`src/rtl/running_mean_stddev_stats_core_defines.svh`:
```
// assertion macros for the running statistics core
`ifndef RUNNING_MEAN_STDDEV_STATS_CORE_DEFINES_SVH
`define RUNNING_MEAN_STDDEV_STATS_CORE_DEFINES_SVH

// same-cycle implication, checked outside reset
`define RMSS_ASSERT_IMP(label, ante, cons, msg) \
    label: assert property (@(posedge i_clk) disable iff (!i_rst_n) (ante) |-> (cons)) \
        else $error(msg);

// next-cycle implication, checked outside reset
`define RMSS_ASSERT_NEXT(label, ante, cons, msg) \
    label: assert property (@(posedge i_clk) disable iff (!i_rst_n) (ante) |=> (cons)) \
        else $error(msg);

`endif

```
`src/rtl/rmss_pkg.sv`:
```
// shared types, constants and command codes of the running statistics core
`timescale 1ns / 1ps

package rmss_pkg;

    localparam int SAMPLE_BITS_DEF = 16;
    localparam int COUNT_BITS_DEF  = 32;
    localparam int FRAC_BITS_DEF   = 8;

    // fixed field widths
    localparam int SUM_W  = 48;
    localparam int SQ_W   = 63;
    localparam int FIX_W  = 24;
    localparam int QUO_W  = 48;
    localparam int STEP_W = 6;

    // iteration counts, loaded as count minus one
    localparam logic [STEP_W-1:0] MUL_STEPS_M1     = STEP_W'(4 - 1);
    localparam logic [STEP_W-1:0] DEV_DIV_STEPS_M1 = STEP_W'(QUO_W - 1);
    localparam logic [STEP_W-1:0] SQRT_STEPS_M1    = STEP_W'(QUO_W / 2 - 1);
    localparam logic [STEP_W-1:0] AVG_DIV_STEPS_M1 = STEP_W'(FIX_W - 1);

    localparam logic [FIX_W-1:0] AVG_POS_LIMIT = 24'h7FFFFF;
    localparam logic [FIX_W-1:0] AVG_NEG_LIMIT = 24'h800000;
    localparam logic [FIX_W-1:0] DEV_LIMIT     = 24'hFFFFFF;

    typedef struct packed {
        logic signed [15:0] sample;
        logic               restart;
    } t_in;

    typedef struct packed {
        logic        [31:0] count;
        logic signed [47:0] total;
        logic        [62:0] total_squares;
        logic signed [15:0] smallest;
        logic signed [15:0] largest;
        logic signed [23:0] average;
        logic        [23:0] deviation;
        logic               saturated;
    } t_out;

    typedef enum logic [3:0] {
        OP_NONE,
        OP_CAPTURE,
        OP_UPDATE,
        OP_MUL_LOAD_A,
        OP_MUL_LOAD_B,
        OP_MUL_STEP,
        OP_SUB,
        OP_DEV_CHECK,
        OP_DIV_STEP,
        OP_SQRT_LOAD,
        OP_SQRT_STEP,
        OP_AVG_LOAD,
        OP_OUT_LOAD
    } t_dp_op;

    typedef struct packed {
        t_dp_op op;
    } t_dp_cmd;

    typedef struct packed {
        logic out_full;
    } t_dp_status;

    typedef enum logic [3:0] {
        S_IDLE,
        S_UPDATE,
        S_MULA_LOAD,
        S_MULA,
        S_MULB_LOAD,
        S_MULB,
        S_SUB,
        S_DEV_CHECK,
        S_DIV_DEV,
        S_SQRT_LOAD,
        S_SQRT,
        S_AVG_LOAD,
        S_DIV_AVG,
        S_DONE
    } t_state;

endpackage

```
`src/rtl/rmss_ctrl.sv`:
```
// sequencer of the running statistics core
`timescale 1ns / 1ps

module rmss_ctrl (
    input  logic                i_clk,
    input  logic                i_rst_n,
    input  logic                i_in_valid,
    output logic                o_in_stall,
    input  logic                i_out_stall,
    input  rmss_pkg::t_dp_status i_status,
    output rmss_pkg::t_dp_cmd   o_cmd
);

    rmss_pkg::t_state r_state, n_state;
    logic [rmss_pkg::STEP_W-1:0] r_step, n_step;

    always_ff @(posedge i_clk) begin
        if (!i_rst_n) begin
            r_state <= rmss_pkg::S_IDLE;
            r_step  <= '0;
        end else begin
            r_state <= n_state;
            r_step  <= n_step;
        end
    end

    assign o_in_stall = (r_state != rmss_pkg::S_IDLE);

    always_comb begin
        n_state  = r_state;
        n_step   = r_step;
        o_cmd.op = rmss_pkg::OP_NONE;
        unique case (r_state)
            rmss_pkg::S_IDLE: begin
                if (i_in_valid) begin
                    o_cmd.op = rmss_pkg::OP_CAPTURE;
                    n_state  = rmss_pkg::S_UPDATE;
                end
            end
            rmss_pkg::S_UPDATE: begin
                o_cmd.op = rmss_pkg::OP_UPDATE;
                n_state  = rmss_pkg::S_MULA_LOAD;
            end
            rmss_pkg::S_MULA_LOAD: begin
                o_cmd.op = rmss_pkg::OP_MUL_LOAD_A;
                n_step   = rmss_pkg::MUL_STEPS_M1;
                n_state  = rmss_pkg::S_MULA;
            end
            rmss_pkg::S_MULA: begin
                o_cmd.op = rmss_pkg::OP_MUL_STEP;
                n_step   = r_step - 1'b1;
                if (r_step == '0) n_state = rmss_pkg::S_MULB_LOAD;
            end
            rmss_pkg::S_MULB_LOAD: begin
                o_cmd.op = rmss_pkg::OP_MUL_LOAD_B;
                n_step   = rmss_pkg::MUL_STEPS_M1;
                n_state  = rmss_pkg::S_MULB;
            end
            rmss_pkg::S_MULB: begin
                o_cmd.op = rmss_pkg::OP_MUL_STEP;
                n_step   = r_step - 1'b1;
                if (r_step == '0) n_state = rmss_pkg::S_SUB;
            end
            rmss_pkg::S_SUB: begin
                o_cmd.op = rmss_pkg::OP_SUB;
                n_state  = rmss_pkg::S_DEV_CHECK;
            end
            rmss_pkg::S_DEV_CHECK: begin
                o_cmd.op = rmss_pkg::OP_DEV_CHECK;
                n_step   = rmss_pkg::DEV_DIV_STEPS_M1;
                n_state  = rmss_pkg::S_DIV_DEV;
            end
            rmss_pkg::S_DIV_DEV: begin
                o_cmd.op = rmss_pkg::OP_DIV_STEP;
                n_step   = r_step - 1'b1;
                if (r_step == '0) n_state = rmss_pkg::S_SQRT_LOAD;
            end
            rmss_pkg::S_SQRT_LOAD: begin
                o_cmd.op = rmss_pkg::OP_SQRT_LOAD;
                n_step   = rmss_pkg::SQRT_STEPS_M1;
                n_state  = rmss_pkg::S_SQRT;
            end
            rmss_pkg::S_SQRT: begin
                o_cmd.op = rmss_pkg::OP_SQRT_STEP;
                n_step   = r_step - 1'b1;
                if (r_step == '0) n_state = rmss_pkg::S_AVG_LOAD;
            end
            rmss_pkg::S_AVG_LOAD: begin
                o_cmd.op = rmss_pkg::OP_AVG_LOAD;
                n_step   = rmss_pkg::AVG_DIV_STEPS_M1;
                n_state  = rmss_pkg::S_DIV_AVG;
            end
            rmss_pkg::S_DIV_AVG: begin
                o_cmd.op = rmss_pkg::OP_DIV_STEP;
                n_step   = r_step - 1'b1;
                if (r_step == '0) n_state = rmss_pkg::S_DONE;
            end
            rmss_pkg::S_DONE: begin
                if (!i_status.out_full || !i_out_stall) begin
                    o_cmd.op = rmss_pkg::OP_OUT_LOAD;
                    n_state  = rmss_pkg::S_IDLE;
                end
            end
            default: begin
                n_state = rmss_pkg::S_IDLE;
            end
        endcase
    end

endmodule

```
`config.mk`:
```
export PLATFORM = sky130hd
export DESIGN_NAME = rmss_ctrl
export DESIGN_NICKNAME = d
export VERILOG_FILES = /design/src/rtl/running_mean_stddev_stats_core_defines.svh /design/src/rtl/rmss_pkg.sv /design/src/rtl/rmss_ctrl.sv
export SDC_FILE = /design/constraint.sdc
export NUM_CORES = 1
export LEC_CHECK = 0
export BUFFER_PORTS_ARGS = -buffer_cell sky130_fd_sc_hd__buf_2
export CORE_MARGIN = 10
export CORE_UTILIZATION = 50
export DETAILED_ROUTE_END_ITERATION = 7
export PLACE_DENSITY_LB_ADDON = 0.15
export SLEW_MARGIN = 20
export SYNTH_ARGS = -nofsm -noshare
export SYNTH_HDL_FRONTEND = slang
export SYNTH_SLANG_ARGS = --single-unit
```
`constraint.sdc`:
```
create_clock -name i_clk -period 3.7 [get_ports i_clk]
set_clock_uncertainty 0.1 [all_clocks]
set_input_delay 0.185 -clock i_clk [delete_from_list [all_inputs] [get_ports i_clk]]
set_output_delay 0.185 -clock i_clk [all_outputs]
set_load 0.01 [all_outputs]
```
==> run metrics <==
status completed; clock latency on the worst-skew pair 0.27 ns; ys flop type dfxtp_1; PnR Total Power roughly 0.75 mW; first-pass GRT wire length around 3.7 mm; DIE AREA 0.00410 mm2; placed cell area 977 um2; clock slew at reported path FFs approximately 0.070 ns; most frequent cells in the layout a21oi_1 (12), inv_1 (10), dfxtp_1 (10); simple-gate share of the synthesized area 23.7%; RSZ-0062 raised after global routing no; setup TNS 0 ns; Die Y roughly 64 um; Final Hold Fails 0; design area 0.00101 mm2; Syn Area/Cell around 7.3 um2; clk buf depth 2; Layout Area Growth over Synthesis 4.52%; Startpoint Class flop; Fmax 446 MHz; Pre-Repair DR Iteration Count 5; Mapped Cells between 100 and 150; WL/cell ~14 um; PwrDens 737 mW/mm2; Slew Limit Fails 0; CTS Hold Bufs 0; Compound-Gate Fraction of Synth Area a little under two fifths; Syn Std Cell Area 970 um2; most common cell after layout, fill and taps aside a21oi_1; largest family of logic cells by synthesized area compound AO/OA/AOI/OAI gates; Synth Area in XOR/XNOR less than 1%; CTS root buffer clkbuf_4; CP arrival approximately 2.0 ns; fin crit share between 60% and 70%; number of flops mapped to enable cells by yosys 0; number of port buffers 9; max_slew headroom roughly two fifths; Worst setup EP type primary output; GR Util All Layers between 10% and 20%; TritonCTS clock tree done; Post-Synth Adder-Cell Area under 10%; Req. time, crit path 3.41 ns; # H-tree levels 1; fillers 175; global route overflow 0; # diodes 0; P_leak about 0.37 nW; Reg area 200 um2; ys async rst share 0%; synth unique cells 44; final setup violation count 0; TritonCTS Buffers 3; via count roughly 960; Starting DRT DRC Count 42; vias in the first global route between 700 and 800; routed wire length about 2.2 mm; FP Rows 15; #FFs+latches synth 10; Tmin final around 2.2 ns; gp weighted congestion around 0.8; DR vias/cell a little over 6; core area roughly 0.0018 mm2; maximum net fanout on the critical path 20; DP HPWL approximately 1.5 mm; max-cap violation count 0; CP Class reg2out; largest net degree at the start of global routing 29; min-delay worst type in2reg; Nets between 100 and 150; warning count from the yosys run 0; multiplexer area fraction after synthesis 3.35%; layout cell share with drive strength beyond 1 16.8%; worst vdd ir ~370 uV; setup bufs post-CTS 0; DRC violations left 0; Min Hold Slack 0.158 ns; post-synth net total between 100 and 150; Initial Util a little over half; post-synthesis sequential area ratio 20.6%; clk sink count 10; post_cts resized 0; width of the die between 60 and 70 um; Ports 10; worst-margin pin slew just under 0.9 ns; Routed Antenna Nets 0; area occupied by multi-input gates 663 um2; initial antenna violation count 0
sequential cells by signal, summed over array words and instances (netlist names):
| name | count |
|---|---|
| r_state | 4 |
| r_step | 6 |
path summary, 6_finish.rpt:
kind              cells past startpoint  slack (ns)                      end                    start
setup / recovery                      4        1.46                 o_cmd[1]  r_state[2]$_SDFFE_PN0P_
hold / removal                        2        0.16   r_step[4]$_SDFFE_PN0P_                  i_rst_n
setup reg to reg                      4        1.63  r_state[0]$_SDFFE_PN0P_  r_state[1]$_SDFFE_PN0P_
hold reg to reg                       2        0.37   r_step[5]$_SDFFE_PN0P_   r_step[5]$_SDFFE_PN0P_
cells in the mapped netlist (all sizes together) (2+ instances only):
cell     n  area (um2)
nor3     4        20.0
a32oi    2        17.5
mux2     2        22.5
o21ai    8        40.0
dfxtp   10         200
nand2    9        33.8
ha       2        25.0
nor2b    4        25.0
o22ai    2        26.3
o21bai   3        22.5
inv     10        37.5
nor2     6        22.5
clkbuf   6        23.8
nand4    3        18.8
a31oi    3        18.8
a211oi   5        37.5
nand4b   2        17.5
nand3    7        35.0
o31a     2        17.5
buf      8        45.0
a21oi   13        68.8
o211ai   3        22.5
a21o     2        15.0
layer usage:
| metal | global-route usage [%] | vias up | routed length, um |
|---|---|---|---|
| met4 | 3.28 | 0 | 24 |
| met2 | 15.0 | 33 | 915 |
| met5 | 0 | - | 0 |
| li1 | - | 489 | - |
| met3 | 4.53 | 4 | 190 |
| met1 | 14.5 | 429 | 1050 |
stage by stage:
step	cells	utilization [%]	worst slack, ns
4_1_cts	156	56.8	1.47
6_report	156	56.8	1.46
3_5_place_dp	152	54.8	1.67
5_1_grt	156	56.8	1.33
3_3_place_gp	152	54.8	1.70
2_1_floorplan	132	-	1.92
power by group:
| part | switching (mW) | internal (mW) |
|---|---|---|
| clock network | 0.0387 | 0.0598 |
| registers | 0.0907 | 0.142 |
| logic | 0.228 | 0.188 |
layout make-up:
class	count	area share (%)
multi-input combinational	98	65.4
sequential	10	19.8
timing repair buffer	9	4.44
inverter	10	3.70
clock buffer	4	3.58
tap	25	3.09
cell families (layout without fill, tap and decap cells):
| group | Yosys count | after routing |
|---|---|---|
| flip-flops | 10 | 10 |
| adder cells (fa/ha/maj) | 2 | 2 |
| AO/OA/AOI/OAI | 50 | 50 |
| buffers and inverters | 24 | 23 |
| multiplexers | 3 | 3 |
| AND/OR/NAND/NOR | 42 | 42 |
| XOR/XNOR | 1 | 1 |
critical path, cell delays in order, from the launching register on:
cell and delay, ns:
dfxtp_1 0.80, inv_1 0.37, a21boi_0 0.24, o22ai_1 0.09
buf_2 0.18
No activity file was read; power rests on OpenSTA's default activity.
